File: src/rtl/core/mme_pkg.sv
package mme_pkg;

    localparam int DIM_W  = 4;
    localparam int IDX_W  = 3;
    localparam int ELEM_W = 16;
    localparam int PROD_W = 32;
    localparam int VAL_W  = 40;
    localparam int CFG_AW = 4;
    localparam int CFG_DW = 32;

    localparam logic [1:0] REG_A_ROWS = 2'd0;
    localparam logic [1:0] REG_A_COLS = 2'd1;
    localparam logic [1:0] REG_B_ROWS = 2'd2;
    localparam logic [1:0] REG_B_COLS = 2'd3;

    localparam logic [DIM_W-1:0] DIM_RESET = 4'd8;

    typedef enum logic [2:0] {
        S_IDLE  = 3'b001,
        S_MAC   = 3'b010,
        S_DRAIN = 3'b100
    } t_state;

    typedef struct packed {
        logic             wr_a;
        logic             wr_b;
        logic             err;
        logic             mac_vld;
        logic             mac_first;
        logic             mac_done;
        logic             res_last;
        logic [IDX_W-1:0] row;
        logic [IDX_W-1:0] col;
    } t_dp_cmd;

    typedef struct packed {
        logic pipe_busy;
    } t_dp_stat;

    function automatic logic [DIM_W-1:0] clamp_dim(input logic [DIM_W-1:0] v,
                                                   input logic [DIM_W-1:0] max_d);
        logic [DIM_W-1:0] res;
        if (v == '0) begin
            res = DIM_W'(1);
        end else if (v > max_d) begin
            res = max_d;
        end else begin
            res = v;
        end
        return res;
    endfunction

endpackage

File: src/rtl/core/matrix_multiply_engine.sv
// Loading takes one item per cycle while busy is low and no register is written; an item
// with mismatched dimensions yields its error result on the next cycle. The last B item
// starts one shared MAC, one product per cycle; each product passes the memory read and
// product registers, results are registered, and busy stays high until the pipeline drains.
// Results are strobed for one cycle each and cannot be stalled.
// Synchronous reset restores all dimensions to 8 and restarts loading; stores are not cleared.
module matrix_multiply_engine #(
    parameter int MAX_DIM = 8
) (
    input  logic                                i_clk,
    input  logic                                i_rst_n,
    input  logic                                psel,
    input  logic                                penable,
    input  logic                                pwrite,
    input  logic [mme_pkg::CFG_AW-1:0]          paddr,
    input  logic [mme_pkg::CFG_DW-1:0]          pwdata,
    output logic [mme_pkg::CFG_DW-1:0]          prdata,
    output logic                                pready,
    input  logic                                start,
    output logic                                busy,
    input  logic signed [mme_pkg::ELEM_W-1:0]   i_element_value,
    output logic                                o_valid,
    output logic signed [mme_pkg::VAL_W-1:0]    o_product_value,
    output logic [mme_pkg::IDX_W-1:0]           o_out_row,
    output logic [mme_pkg::IDX_W-1:0]           o_out_col,
    output logic                                o_last,
    output logic                                o_dim_error
);
    import mme_pkg::*;

    localparam int AW = (MAX_DIM > 1) ? $clog2(MAX_DIM * MAX_DIM) : 1;

    logic [DIM_W-1:0] a_rows, a_cols, b_rows, b_cols;
    logic             cfg_wr;
    t_dp_cmd          dp_cmd;
    t_dp_stat         dp_stat;
    logic [AW-1:0]    wr_addr, rd_a_addr, rd_b_addr;

    mme_regs u_regs (
        .i_clk    (i_clk),
        .i_rst_n  (i_rst_n),
        .psel     (psel),
        .penable  (penable),
        .pwrite   (pwrite),
        .paddr    (paddr),
        .pwdata   (pwdata),
        .prdata   (prdata),
        .pready   (pready),
        .o_a_rows (a_rows),
        .o_a_cols (a_cols),
        .o_b_rows (b_rows),
        .o_b_cols (b_cols),
        .o_cfg_wr (cfg_wr)
    );

    mme_ctrl #(
        .MAX_DIM (MAX_DIM)
    ) u_ctrl (
        .i_clk       (i_clk),
        .i_rst_n     (i_rst_n),
        .i_start     (start),
        .o_busy      (busy),
        .i_cfg_wr    (cfg_wr),
        .i_a_rows    (a_rows),
        .i_a_cols    (a_cols),
        .i_b_rows    (b_rows),
        .i_b_cols    (b_cols),
        .i_stat      (dp_stat),
        .o_cmd       (dp_cmd),
        .o_wr_addr   (wr_addr),
        .o_rd_a_addr (rd_a_addr),
        .o_rd_b_addr (rd_b_addr)
    );

    mme_dp #(
        .MAX_DIM (MAX_DIM)
    ) u_dp (
        .i_clk           (i_clk),
        .i_rst_n         (i_rst_n),
        .i_cmd           (dp_cmd),
        .i_wr_addr       (wr_addr),
        .i_rd_a_addr     (rd_a_addr),
        .i_rd_b_addr     (rd_b_addr),
        .i_element_value (i_element_value),
        .o_stat          (dp_stat),
        .o_valid         (o_valid),
        .o_product_value (o_product_value),
        .o_out_row       (o_out_row),
        .o_out_col       (o_out_col),
        .o_last          (o_last),
        .o_dim_error     (o_dim_error)
    );

endmodule

File: src/rtl/core/mme_regs.sv
module mme_regs (
    input  logic                        i_clk,
    input  logic                        i_rst_n,
    input  logic                        psel,
    input  logic                        penable,
    input  logic                        pwrite,
    input  logic [mme_pkg::CFG_AW-1:0]  paddr,
    input  logic [mme_pkg::CFG_DW-1:0]  pwdata,
    output logic [mme_pkg::CFG_DW-1:0]  prdata,
    output logic                        pready,
    output logic [mme_pkg::DIM_W-1:0]   o_a_rows,
    output logic [mme_pkg::DIM_W-1:0]   o_a_cols,
    output logic [mme_pkg::DIM_W-1:0]   o_b_rows,
    output logic [mme_pkg::DIM_W-1:0]   o_b_cols,
    output logic                        o_cfg_wr
);
    import mme_pkg::*;

    logic [DIM_W-1:0] r_a_rows;
    logic [DIM_W-1:0] r_a_cols;
    logic [DIM_W-1:0] r_b_rows;
    logic [DIM_W-1:0] r_b_cols;
    logic [1:0]       reg_idx;
    logic [DIM_W-1:0] rd_val;
    logic             wr_en;

    assign pready  = 1'b1;
    assign reg_idx = paddr[3:2];
    assign wr_en   = psel && penable && pwrite && pready;

    always_ff @(posedge i_clk) begin
        if (!i_rst_n) begin
            r_a_rows <= DIM_RESET;
            r_a_cols <= DIM_RESET;
            r_b_rows <= DIM_RESET;
            r_b_cols <= DIM_RESET;
        end else if (wr_en) begin
            unique case (reg_idx)
                REG_A_ROWS: r_a_rows <= pwdata[DIM_W-1:0];
                REG_A_COLS: r_a_cols <= pwdata[DIM_W-1:0];
                REG_B_ROWS: r_b_rows <= pwdata[DIM_W-1:0];
                REG_B_COLS: r_b_cols <= pwdata[DIM_W-1:0];
                default:    r_a_rows <= r_a_rows;
            endcase
        end
    end

    always_comb begin
        unique case (reg_idx)
            REG_A_ROWS: rd_val = r_a_rows;
            REG_A_COLS: rd_val = r_a_cols;
            REG_B_ROWS: rd_val = r_b_rows;
            REG_B_COLS: rd_val = r_b_cols;
            default:    rd_val = '0;
        endcase
    end

    assign prdata   = CFG_DW'(rd_val);
    assign o_a_rows = r_a_rows;
    assign o_a_cols = r_a_cols;
    assign o_b_rows = r_b_rows;
    assign o_b_cols = r_b_cols;
    assign o_cfg_wr = wr_en;

endmodule

File: src/rtl/core/mme_ctrl.sv
module mme_ctrl #(
    parameter int MAX_DIM = 8
) (
    input  logic                                    i_clk,
    input  logic                                    i_rst_n,
    input  logic                                    i_start,
    output logic                                    o_busy,
    input  logic                                    i_cfg_wr,
    input  logic [mme_pkg::DIM_W-1:0]               i_a_rows,
    input  logic [mme_pkg::DIM_W-1:0]               i_a_cols,
    input  logic [mme_pkg::DIM_W-1:0]               i_b_rows,
    input  logic [mme_pkg::DIM_W-1:0]               i_b_cols,
    input  mme_pkg::t_dp_stat                       i_stat,
    output mme_pkg::t_dp_cmd                        o_cmd,
    output logic [((MAX_DIM > 1) ? $clog2(MAX_DIM*MAX_DIM) : 1)-1:0] o_wr_addr,
    output logic [((MAX_DIM > 1) ? $clog2(MAX_DIM*MAX_DIM) : 1)-1:0] o_rd_a_addr,
    output logic [((MAX_DIM > 1) ? $clog2(MAX_DIM*MAX_DIM) : 1)-1:0] o_rd_b_addr
);
    import mme_pkg::*;

    localparam int DEPTH = MAX_DIM * MAX_DIM;
    localparam int AW    = (MAX_DIM > 1) ? $clog2(DEPTH) : 1;
    localparam int CW    = $clog2(DEPTH + 1);
    localparam int NW    = 2 * DIM_W;

    t_state           r_state, n_state;
    logic [CW-1:0]    r_wptr, n_wptr;
    logic             r_phase_b, n_phase_b;
    logic [IDX_W-1:0] r_i, n_i;
    logic [IDX_W-1:0] r_j, n_j;
    logic [IDX_W-1:0] r_k, n_k;
    logic [AW-1:0]    r_a_base, n_a_base;
    logic [AW-1:0]    r_b_addr, n_b_addr;

    logic [DIM_W-1:0] ar, ac, br, bc;
    logic [NW-1:0]    na, nb;
    logic [CW-1:0]    wptr_inc;
    logic             mismatch, accept, a_full, b_full;
    logic             i_end, j_end, k_end;

    always_comb begin
        ar       = clamp_dim(i_a_rows, DIM_W'(MAX_DIM));
        ac       = clamp_dim(i_a_cols, DIM_W'(MAX_DIM));
        br       = clamp_dim(i_b_rows, DIM_W'(MAX_DIM));
        bc       = clamp_dim(i_b_cols, DIM_W'(MAX_DIM));
        na       = NW'(ar) * NW'(ac);
        nb       = NW'(br) * NW'(bc);
        mismatch = (ac != br);
        accept   = i_start && (r_state == S_IDLE);
        wptr_inc = r_wptr + CW'(1);
        a_full   = (NW'(wptr_inc) == na);
        b_full   = (NW'(wptr_inc) == nb);
        i_end    = (DIM_W'(r_i) == ar - DIM_W'(1));
        j_end    = (DIM_W'(r_j) == bc - DIM_W'(1));
        k_end    = (DIM_W'(r_k) == ac - DIM_W'(1));
    end

    always_comb begin
        n_state   = r_state;
        n_wptr    = r_wptr;
        n_phase_b = r_phase_b;
        n_i       = r_i;
        n_j       = r_j;
        n_k       = r_k;
        n_a_base  = r_a_base;
        n_b_addr  = r_b_addr;
        o_cmd     = '0;
        unique case (r_state)
            S_IDLE: begin
                if (i_cfg_wr) begin
                    n_wptr    = '0;
                    n_phase_b = 1'b0;
                end else if (accept) begin
                    if (mismatch) begin
                        o_cmd.err = 1'b1;
                        n_wptr    = '0;
                        n_phase_b = 1'b0;
                    end else if (!r_phase_b) begin
                        o_cmd.wr_a = 1'b1;
                        if (a_full) begin
                            n_wptr    = '0;
                            n_phase_b = 1'b1;
                        end else begin
                            n_wptr = wptr_inc;
                        end
                    end else begin
                        o_cmd.wr_b = 1'b1;
                        if (b_full) begin
                            n_wptr    = '0;
                            n_phase_b = 1'b0;
                            n_state   = S_MAC;
                            n_i       = '0;
                            n_j       = '0;
                            n_k       = '0;
                            n_a_base  = '0;
                            n_b_addr  = '0;
                        end else begin
                            n_wptr = wptr_inc;
                        end
                    end
                end
            end
            S_MAC: begin
                o_cmd.mac_vld   = 1'b1;
                o_cmd.mac_first = (r_k == '0);
                o_cmd.mac_done  = k_end;
                o_cmd.res_last  = i_end && j_end;
                o_cmd.row       = r_i;
                o_cmd.col       = r_j;
                if (!k_end) begin
                    n_k      = r_k + IDX_W'(1);
                    n_b_addr = r_b_addr + AW'(bc);
                end else begin
                    n_k = '0;
                    if (!j_end) begin
                        n_j      = r_j + IDX_W'(1);
                        n_b_addr = AW'(n_j);
                    end else begin
                        n_j      = '0;
                        n_b_addr = '0;
                        if (!i_end) begin
                            n_i      = r_i + IDX_W'(1);
                            n_a_base = r_a_base + AW'(ac);
                        end else begin
                            n_state = S_DRAIN;
                        end
                    end
                end
            end
            S_DRAIN: begin
                if (!i_stat.pipe_busy) begin
                    n_state = S_IDLE;
                end
            end
            default: begin
                n_state = S_IDLE;
            end
        endcase
    end

    always_ff @(posedge i_clk) begin
        if (!i_rst_n) begin
            r_state   <= S_IDLE;
            r_wptr    <= '0;
            r_phase_b <= 1'b0;
            r_i       <= '0;
            r_j       <= '0;
            r_k       <= '0;
            r_a_base  <= '0;
            r_b_addr  <= '0;
        end else begin
            r_state   <= n_state;
            r_wptr    <= n_wptr;
            r_phase_b <= n_phase_b;
            r_i       <= n_i;
            r_j       <= n_j;
            r_k       <= n_k;
            r_a_base  <= n_a_base;
            r_b_addr  <= n_b_addr;
        end
    end

    assign o_busy      = (r_state != S_IDLE);
    assign o_wr_addr   = r_wptr[AW-1:0];
    assign o_rd_a_addr = r_a_base + AW'(r_k);
    assign o_rd_b_addr = r_b_addr;

endmodule

File: src/rtl/core/mme_dp.sv
module mme_dp #(
    parameter int MAX_DIM = 8
) (
    input  logic                                    i_clk,
    input  logic                                    i_rst_n,
    input  mme_pkg::t_dp_cmd                        i_cmd,
    input  logic [((MAX_DIM > 1) ? $clog2(MAX_DIM*MAX_DIM) : 1)-1:0] i_wr_addr,
    input  logic [((MAX_DIM > 1) ? $clog2(MAX_DIM*MAX_DIM) : 1)-1:0] i_rd_a_addr,
    input  logic [((MAX_DIM > 1) ? $clog2(MAX_DIM*MAX_DIM) : 1)-1:0] i_rd_b_addr,
    input  logic signed [mme_pkg::ELEM_W-1:0]       i_element_value,
    output mme_pkg::t_dp_stat                       o_stat,
    output logic                                    o_valid,
    output logic signed [mme_pkg::VAL_W-1:0]        o_product_value,
    output logic [mme_pkg::IDX_W-1:0]               o_out_row,
    output logic [mme_pkg::IDX_W-1:0]               o_out_col,
    output logic                                    o_last,
    output logic                                    o_dim_error
);
    import mme_pkg::*;

    localparam int DEPTH = MAX_DIM * MAX_DIM;

    logic signed [ELEM_W-1:0] r_mem_a [DEPTH];
    logic signed [ELEM_W-1:0] r_mem_b [DEPTH];
    logic signed [ELEM_W-1:0] r_a_q;
    logic signed [ELEM_W-1:0] r_b_q;

    logic             r_s1_vld, r_s1_first, r_s1_done, r_s1_last;
    logic [IDX_W-1:0] r_s1_row, r_s1_col;
    logic             r_s2_vld, r_s2_first, r_s2_done, r_s2_last;
    logic [IDX_W-1:0] r_s2_row, r_s2_col;

    logic signed [PROD_W-1:0] r_prod;
    logic signed [VAL_W-1:0]  r_acc;
    logic signed [VAL_W-1:0]  n_acc;

    logic                     r_out_vld;
    logic signed [VAL_W-1:0]  r_out_val;
    logic [IDX_W-1:0]         r_out_row, r_out_col;
    logic                     r_out_last, r_out_err;

    always_ff @(posedge i_clk) begin
        if (i_cmd.wr_a) begin
            r_mem_a[i_wr_addr] <= i_element_value;
        end
        r_a_q <= r_mem_a[i_rd_a_addr];
    end

    always_ff @(posedge i_clk) begin
        if (i_cmd.wr_b) begin
            r_mem_b[i_wr_addr] <= i_element_value;
        end
        r_b_q <= r_mem_b[i_rd_b_addr];
    end

    always_ff @(posedge i_clk) begin
        if (!i_rst_n) begin
            r_s1_vld  <= 1'b0;
            r_s2_vld  <= 1'b0;
            r_out_vld <= 1'b0;
        end else begin
            r_s1_vld  <= i_cmd.mac_vld;
            r_s2_vld  <= r_s1_vld;
            r_out_vld <= i_cmd.err || (r_s2_vld && r_s2_done);
        end
    end

    always_ff @(posedge i_clk) begin
        r_s1_first <= i_cmd.mac_first;
        r_s1_done  <= i_cmd.mac_done;
        r_s1_last  <= i_cmd.res_last;
        r_s1_row   <= i_cmd.row;
        r_s1_col   <= i_cmd.col;
        r_s2_first <= r_s1_first;
        r_s2_done  <= r_s1_done;
        r_s2_last  <= r_s1_last;
        r_s2_row   <= r_s1_row;
        r_s2_col   <= r_s1_col;
        r_prod     <= r_a_q * r_b_q;
    end

    assign n_acc = r_s2_first ? VAL_W'(r_prod) : (r_acc + VAL_W'(r_prod));

    always_ff @(posedge i_clk) begin
        if (r_s2_vld) begin
            r_acc <= n_acc;
        end
        if (i_cmd.err) begin
            r_out_val  <= '0;
            r_out_row  <= '0;
            r_out_col  <= '0;
            r_out_last <= 1'b1;
            r_out_err  <= 1'b1;
        end else if (r_s2_vld && r_s2_done) begin
            r_out_val  <= n_acc;
            r_out_row  <= r_s2_row;
            r_out_col  <= r_s2_col;
            r_out_last <= r_s2_last;
            r_out_err  <= 1'b0;
        end
    end

    assign o_stat.pipe_busy = r_s1_vld || r_s2_vld;
    assign o_valid          = r_out_vld;
    assign o_product_value  = r_out_val;
    assign o_out_row        = r_out_row;
    assign o_out_col        = r_out_col;
    assign o_last           = r_out_last;
    assign o_dim_error      = r_out_err;

endmodule

File: config.mk
export PLATFORM = sky130hd
export DESIGN_NAME = matrix_multiply_engine
export DESIGN_NICKNAME = d
export VERILOG_FILES = /design/src/rtl/core/mme_pkg.sv /design/src/rtl/core/matrix_multiply_engine.sv /design/src/rtl/core/mme_regs.sv /design/src/rtl/core/mme_ctrl.sv /design/src/rtl/core/mme_dp.sv
export SDC_FILE = /design/constraint.sdc
export NUM_CORES = 2
export LEC_CHECK = 0
export BUFFER_PORTS_ARGS = -buffer_cell sky130_fd_sc_hd__buf_2
export CORE_AREA = 2 2 536 538
export DETAILED_ROUTE_END_ITERATION = 10
export DIE_AREA = 0 0 538 540
export GPL_TIMING_DRIVEN = 0
export HOLD_SLACK_MARGIN = 0.02
export PLACE_DENSITY = 0.53
export SLEW_MARGIN = 30
export SYNTH_ARGS = -nofsm -noshare
export SYNTH_HDL_FRONTEND = slang
export SYNTH_SLANG_ARGS = --single-unit
File: constraint.sdc
create_clock -name i_clk -period 6 [get_ports i_clk]
set_clock_uncertainty 0.15 [all_clocks]
set_input_delay 0.3 -clock i_clk [delete_from_list [all_inputs] [get_ports i_clk]]
set_output_delay 0.3 -clock i_clk [all_outputs]
set_load 0.02 [all_outputs]
Yosys cells after proc, flatten, opt, wreduce, memory -nomap -nowiden. Memory sizes are Yosys's and may differ from the RTL's. A register that Yosys moved wholly into a read port is not among the register bits. Cells that the tools add are included.

Divide/modulo/power cells: 0. Equality and inequality tests: 23. Multipliers: 3. Bitwise gates (word level): 0. Shifts and indexed selects: 0. Reductions and logical operators: 24. Add/subtract/negate cells: 11. Mux-type cells: 70. Magnitude comparators: 4.

Operators by type and width (number): 3-bit two-way mux (24); 6-bit two-way mux (9); 7-bit two-way mux (6); 40-bit by 32-bit adder with 40-bit output (1); 40-bit two-way mux (1); 16-bit by 16-bit multiplier with 32-bit output (1); 4-bit two-way mux (8); 6-bit one-hot mux with 2 select lines (2); 3-bit one-hot mux with 2 select lines (3); 9-bit AND reduction (2); 7-bit by 8-bit == test with 1-bit output (2); 4-bit greater-than comparator (second input constant) (4); 4-bit logical NOT (4); 4-bit by 4-bit multiplier with 8-bit output (2); 4-bit one-hot mux with 4 select lines (1); 1-bit two-way mux (13); 6-bit by 4-bit adder with 6-bit output (2); 3-bit by 4-bit == test with 1-bit output (3); 2-bit by 1-bit != test with 1-bit output (second input constant) (6); 4-bit by 1-bit subtractor with 4-bit output (second input constant) (3); 10-bit two-way mux (1); 2-bit AND reduction (5); 3-bit by 1-bit adder with 3-bit output (second input constant) (3); 3-bit one-hot mux with 3 select lines (1); other kinds (18) (28).

Memories: 2. Register bits: 189. Latch bits: 0. Memory bits (writable): 2048. Input port bits: 58. Bits in read-only memories: 0.

Memory list: u_dp.r_mem_a (words 64, width 16, rd ports 1, clocked after Yosys merged registers in 1, write ports 1, line mme_dp.sv:23) `logic signed [ELEM_W-1:0] r_mem_a [DEPTH];`; u_dp.r_mem_b (words 64, width 16, rd ports 1, clocked after Yosys merged registers in 1, write ports 1, line mme_dp.sv:24) `logic signed [ELEM_W-1:0] r_mem_b [DEPTH];`.

Logic depth before layout (Yosys ltp).
Depth in word-level cells: 11. Mapped depth: 25. Gate-level depth less buffers: 24.

By module. A second synthesis with hierarchy kept.

Cell total of the unflattened synthesis: 5364. Area total of the unflattened synthesis: 99691.9 sq um.

Modules (own cells, without submodules): mme_dp (cells each 4815, area an instance 95049.9 sq um, instances 1, seq. area each 65362.7 sq um); mme_ctrl (cells each 451, area an instance 3672.3 sq um, instances 1, seq. area each 640.6 sq um); mme_regs (cells each 98, area an instance 969.7 sq um, instances 1, seq. area each 320.3 sq um).

Least setup slack after synthesis. Ideal clock, no wire load.

Path kind: reg-to-reg. Start: reg u_dp.r_a_q[10] (read register of u_dp.r_mem_a). End: reg u_dp.r_prod[30]. Data required time: 5.728 ns. Path slack: -0.345 ns. Stages on the path, launching flop included: 21. Arrival time: 6.073 ns. Library setup time: 0.122 ns. Cell sequence: dfxtp_1 > clkbuf_1 > nand2_1 > fa_1 > fa_1 > fa_1 > fa_1 > inv_1 > fa_1 > fa_1 > ha_1 > a21o_1 > a21o_1 > a21oi_1 > o21ai_0 > o31ai_2 > o31ai_1 > or4_1 > o2111ai_2 > nor4_1 > a311o_1.

Word-level cells in the longest chain between the ends: 1.

Ends and longest elaborated chain: start, declared (line mme_dp.sv:25) `logic signed [ELEM_W-1:0] r_a_q;`; 16-bit by 16-bit multiplier with 32-bit output (line mme_dp.sv:79) `r_prod <= r_a_q * r_b_q;`; end signal, assigned (line mme_dp.sv:79); end, declared (line mme_dp.sv:33) `logic signed [PROD_W-1:0] r_prod;`.

Every way passes these cells. A chain may end at the register's enable or synchronous reset.

Worst setup path after layout.
Start: reg u_dp.r_b_q[10] (read register of u_dp.r_mem_b). End: reg u_dp.r_prod[30].

Word-level cells in the longest chain between the ends: 1.

Ends and longest elaborated chain: start, declared (line mme_dp.sv:26) `logic signed [ELEM_W-1:0] r_b_q;`; 16-bit by 16-bit multiplier with 32-bit output (line mme_dp.sv:79).

Every way passes these cells.

==> results.md <==
* Status: complete, but fails checks
* Failing checks: negative setup slack
* CP max stage delay at 0.57 ns
* Worst slew margin at approximately 29%
* Startpoint types: flip-flop
* CP most frequent cell: fa_1
* Clk pwr share at roughly a third
* Drt total wl at 263000 um
* Seq/Total Area, Yosys at 66.85%
* Cts bufs inserted at about 240
* Row cnt at 196
* Largest net degree at the start of global routing at 89
* Leakage at around 38 nW
* Synth async-reset ratio at 0%
* IO Port Bufs at slightly below 80
* CORE AREA at around 280000 um^2
* First-pass GRT wire length at 381300 um
* RSZ-0062 raised after global routing: true
* CTS tree: yes
* Top-count cell post-synth: edfxtp_1
* I/O pin count at ~140
* Fin crit share at 105.5%
* Avg WL per Cell at ~27 um
* Fmax at 0.1579 GHz
* Net count, final at 6343
* Synth top area share at a little over three fifths
* VDD IR max at ~540 uV
* Critical Path RT at approximately 6.6 ns
* Number of hold violations in the final report at 0
* Pins over their slew limit at 0
* Worst-path clk slew at roughly 0.06 ns
* Placer congestion estimate at about 0.86
* Starting Density at between 30% and 40%
* Vias at about 51000
* CTS sink count at ~2300
* Detail Placement HPWL at about 180000 um
* Area of the multi-input gates at about 32000 um^2
* Cell variety after synth at between 80 and 90
* WHS at 0.1488 ns
* Routed Antenna Nets at 0
* Starting DRT DRC Count at 4364
* Synthesized cell area at 99220 um^2
* # setup viols final at 5
* Power share of the combinational group at 24.5%
* Synth Instances at approximately 5400
* Flop pwr share at 41.7%
* PnR Total Power at 0.04272 W
* TritonRoute pass-1 iters at 5
* Synth warnings at 0
* Residual DRC at 0
* Measured slew at the worst slew-check pin at between 1 and 1.5 ns
* Number of global-route vias before repair at between 50000 and 60000
* Register-to-register setup slack at -0.33 ns
* Net switching power figure at approximately 0.012 W
* Share of cells above drive strength 1 at between 20% and 30%
* Die X at approximately 540 um
* HP Class: in2reg
* Final min period at around 6.3 ns
* Setup ws final at -0.3313 ns
* Cell Int Power at 0.03049 W
* Number of synthesized flops with an enable pin at around 2100
* Tot GR Track Use at between 10% and 20%
* Die area at about 290000 um^2
* Seq cells post-synth at 2269
* Layout Cells excl Fill at 9810
* FF+latch area at ~66000 um^2
* Area Overhead vs Synth at 16.41%
* Number of max-cap violations at 0
* Worst skew pair latency at 0.89 ns
* H-tree lvl count at 4
* CP max-delay cell: fa_1
* Syn Area/Cell at between 15 and 20 um^2
* Switching share of power at around 29%
* Post-synth top cells: edfxtp_1 (2088), mux4_2 (676), inv_1 (357), fa_1 (274), nor2_1 (274)
* WP data arrival at a little under 7 ns
* Yosys top cell by area: edfxtp_1
* Via density at roughly 5.2
* Critical Path Fanout Max at 7
* Initial antenna violation count at 11
* Synth area leaders: edfxtp_1 (63%), mux4_2 (15%), fa_1 (5.5%)
* CP cell instances: and2_1, fa_1, inv_2, fa_1, inv_1, fa_1, fa_1, fa_1, inv_1, fa_1, inv_1, ha_1, clkbuf_8, a21o_1, a21oi_2, o21ai_2, o31ai_4, o31ai_2, or4_4, o2111ai_4, nor4_1, a311o_1
* Die Ht at roughly 540 um
* CP Class: reg2reg
* Predominant post-synthesis flop cell: edfxtp_1
* Placed cell count at 9296
* Clock Tree Buf Depth at 4
* Power per Cell Area at ~370 nW/um^2
* Fin Setup TNS at -0.9877 ns
* Crit. End Element: flip-flop
* Root buffer cell: clkbuf_16
* Global route overflow at 0
* Fillcell total at 25390
* Dpl ws at -1.263 ns
==> per-stage QoR <==
step | utilization [%] | area (um^2)
3_5_place_dp | 37.54 | 106800
6_report | 40.60 | 115500
5_1_grt | 40.59 | 115500
2_1_floorplan | - | 99520
3_3_place_gp | 36.78 | 104600
4_1_cts | 40.55 | 115400
==> worst max-delay path: cells and delay by family (launching register included) <==
kind	cells	cell delay, ns
adder cells (fa/ha/maj)	7	3.36
buffers and inverters	5	0.36
flip-flops	1	0.37
AND/OR/NAND/NOR	3	0.69
AO/OA/AOI/OAI	7	1.28
==> sequential cells by signal, indices dropped and copies added (netlist names), 6 cells and up <==
register              count
u_ctrl.r_wptr             7
u_dp.r_mem_a           1024
u_ctrl.r_a_base           6
u_dp.o_product_value     40
u_ctrl.o_rd_b_addr        6
u_dp.r_prod              32
u_dp.r_acc               40
u_dp.r_a_q               16
u_dp.r_b_q               16
u_dp.r_mem_b           1024
==> cell usage in the layout (no fill, tap or decap), drive strengths merged, types with 38 or more instances in the layout <==
cell,Yosys,layout
edfxtp,2088,2088
mux4,676,676
clkbuf,177,512
inv,357,374
nor2,275,275
fa,274,274
nand2,256,256
buf,94,253
dfxtp,181,181
ha,164,164
and2,143,143
a21oi,84,84
o21ai,84,84
clkinv,1,82
xnor2,77,77
nand3,41,41
nor3,40,40
nor2b,38,38
a21o,38,38
==> path summary, 6_finish.rpt <==
| kind | start | endpoint | depth (start not counted) |
|---|---|---|---|
| worst min register to register | u_dp.r_s1_col[1] | u_dp.r_s2_col[1] | 0 |
| worst max register to register | u_dp.r_b_q[10] | u_dp.r_prod[30] | 22 |
| worst min-delay path | penable | u_regs.o_b_cols[1] | 5 |
| worst max-delay path | u_dp.r_b_q[10] | u_dp.r_prod[30] | 22 |
==> metal layers <==
layer | share of wire (%) | wire (um) | track usage [%] | vias to the layer above
li1 | - | - | - | 21760
met3 | 5.7 | 14960 | 2.960 | 322
met2 | 47 | 124900 | 28.91 | 1392
met5 | 0.016 | 41 | 0 | -
met1 | 45 | 117300 | 25.95 | 27300
met4 | 2.2 | 5747 | 4.098 | 6
==> logic make-up after synthesis <==
kind of cell / Yosys count / synth area share (%)
AO/OA/AOI/OAI: 320 / 2.134
XOR/XNOR: 114 / 1.035
adder cells (fa/ha/maj): 438 / 7.597
buffers and inverters: 629 / 2.498
flip-flops: 2269 / 66.85
multiplexers: 701 / 15.60
other: 2 / 0.007569
AND/OR/NAND/NOR: 894 / 4.280
==> repair_timing <==
action	4_1_cts	5_1_grt
endpoints found under the hold margin	1616	0
setup buffers	37	4
endpoints found under the setup margin	14	9
pin swaps	29	11
cloned	0	0
hold buffers	29	0
gates resized for setup	117	8
==> cell type report <==
| cell class | instances | share of cell area (%) |
|---|---|---|
| Inverter | 358 | 1.163 |
| Antenna cell | 10 | 0.02167 |
| Buffer | 270 | 1.356 |
| Sequential cell | 2269 | 57.52 |
| Tap cell | 3762 | 4.075 |
| Clock buffer | 313 | 5.624 |
| Clock inverter | 121 | 0.9197 |
| Multi-Input combinational cell | 2496 | 27.37 |
| Timing Repair Buffer | 211 | 1.949 |
==> power groups by stage <==
| stage | logic [W] | registers, W | clock network [W] |
|---|---|---|---|
| 2_1_floorplan | 0.00714 | 0.0182 | 0 |
| 3_3_place_gp | 0.00940 | 0.0182 | 0 |
| 3_5_place_dp | 0.00956 | 0.0182 | 0 |
| 6_report | 0.0105 | 0.0178 | 0.0144 |
| 4_1_cts | 0.0104 | 0.0178 | 0.0147 |
| 5_1_grt | 0.0119 | 0.0178 | 0.0153 |
No activity file was read; power rests on OpenSTA's default activity.
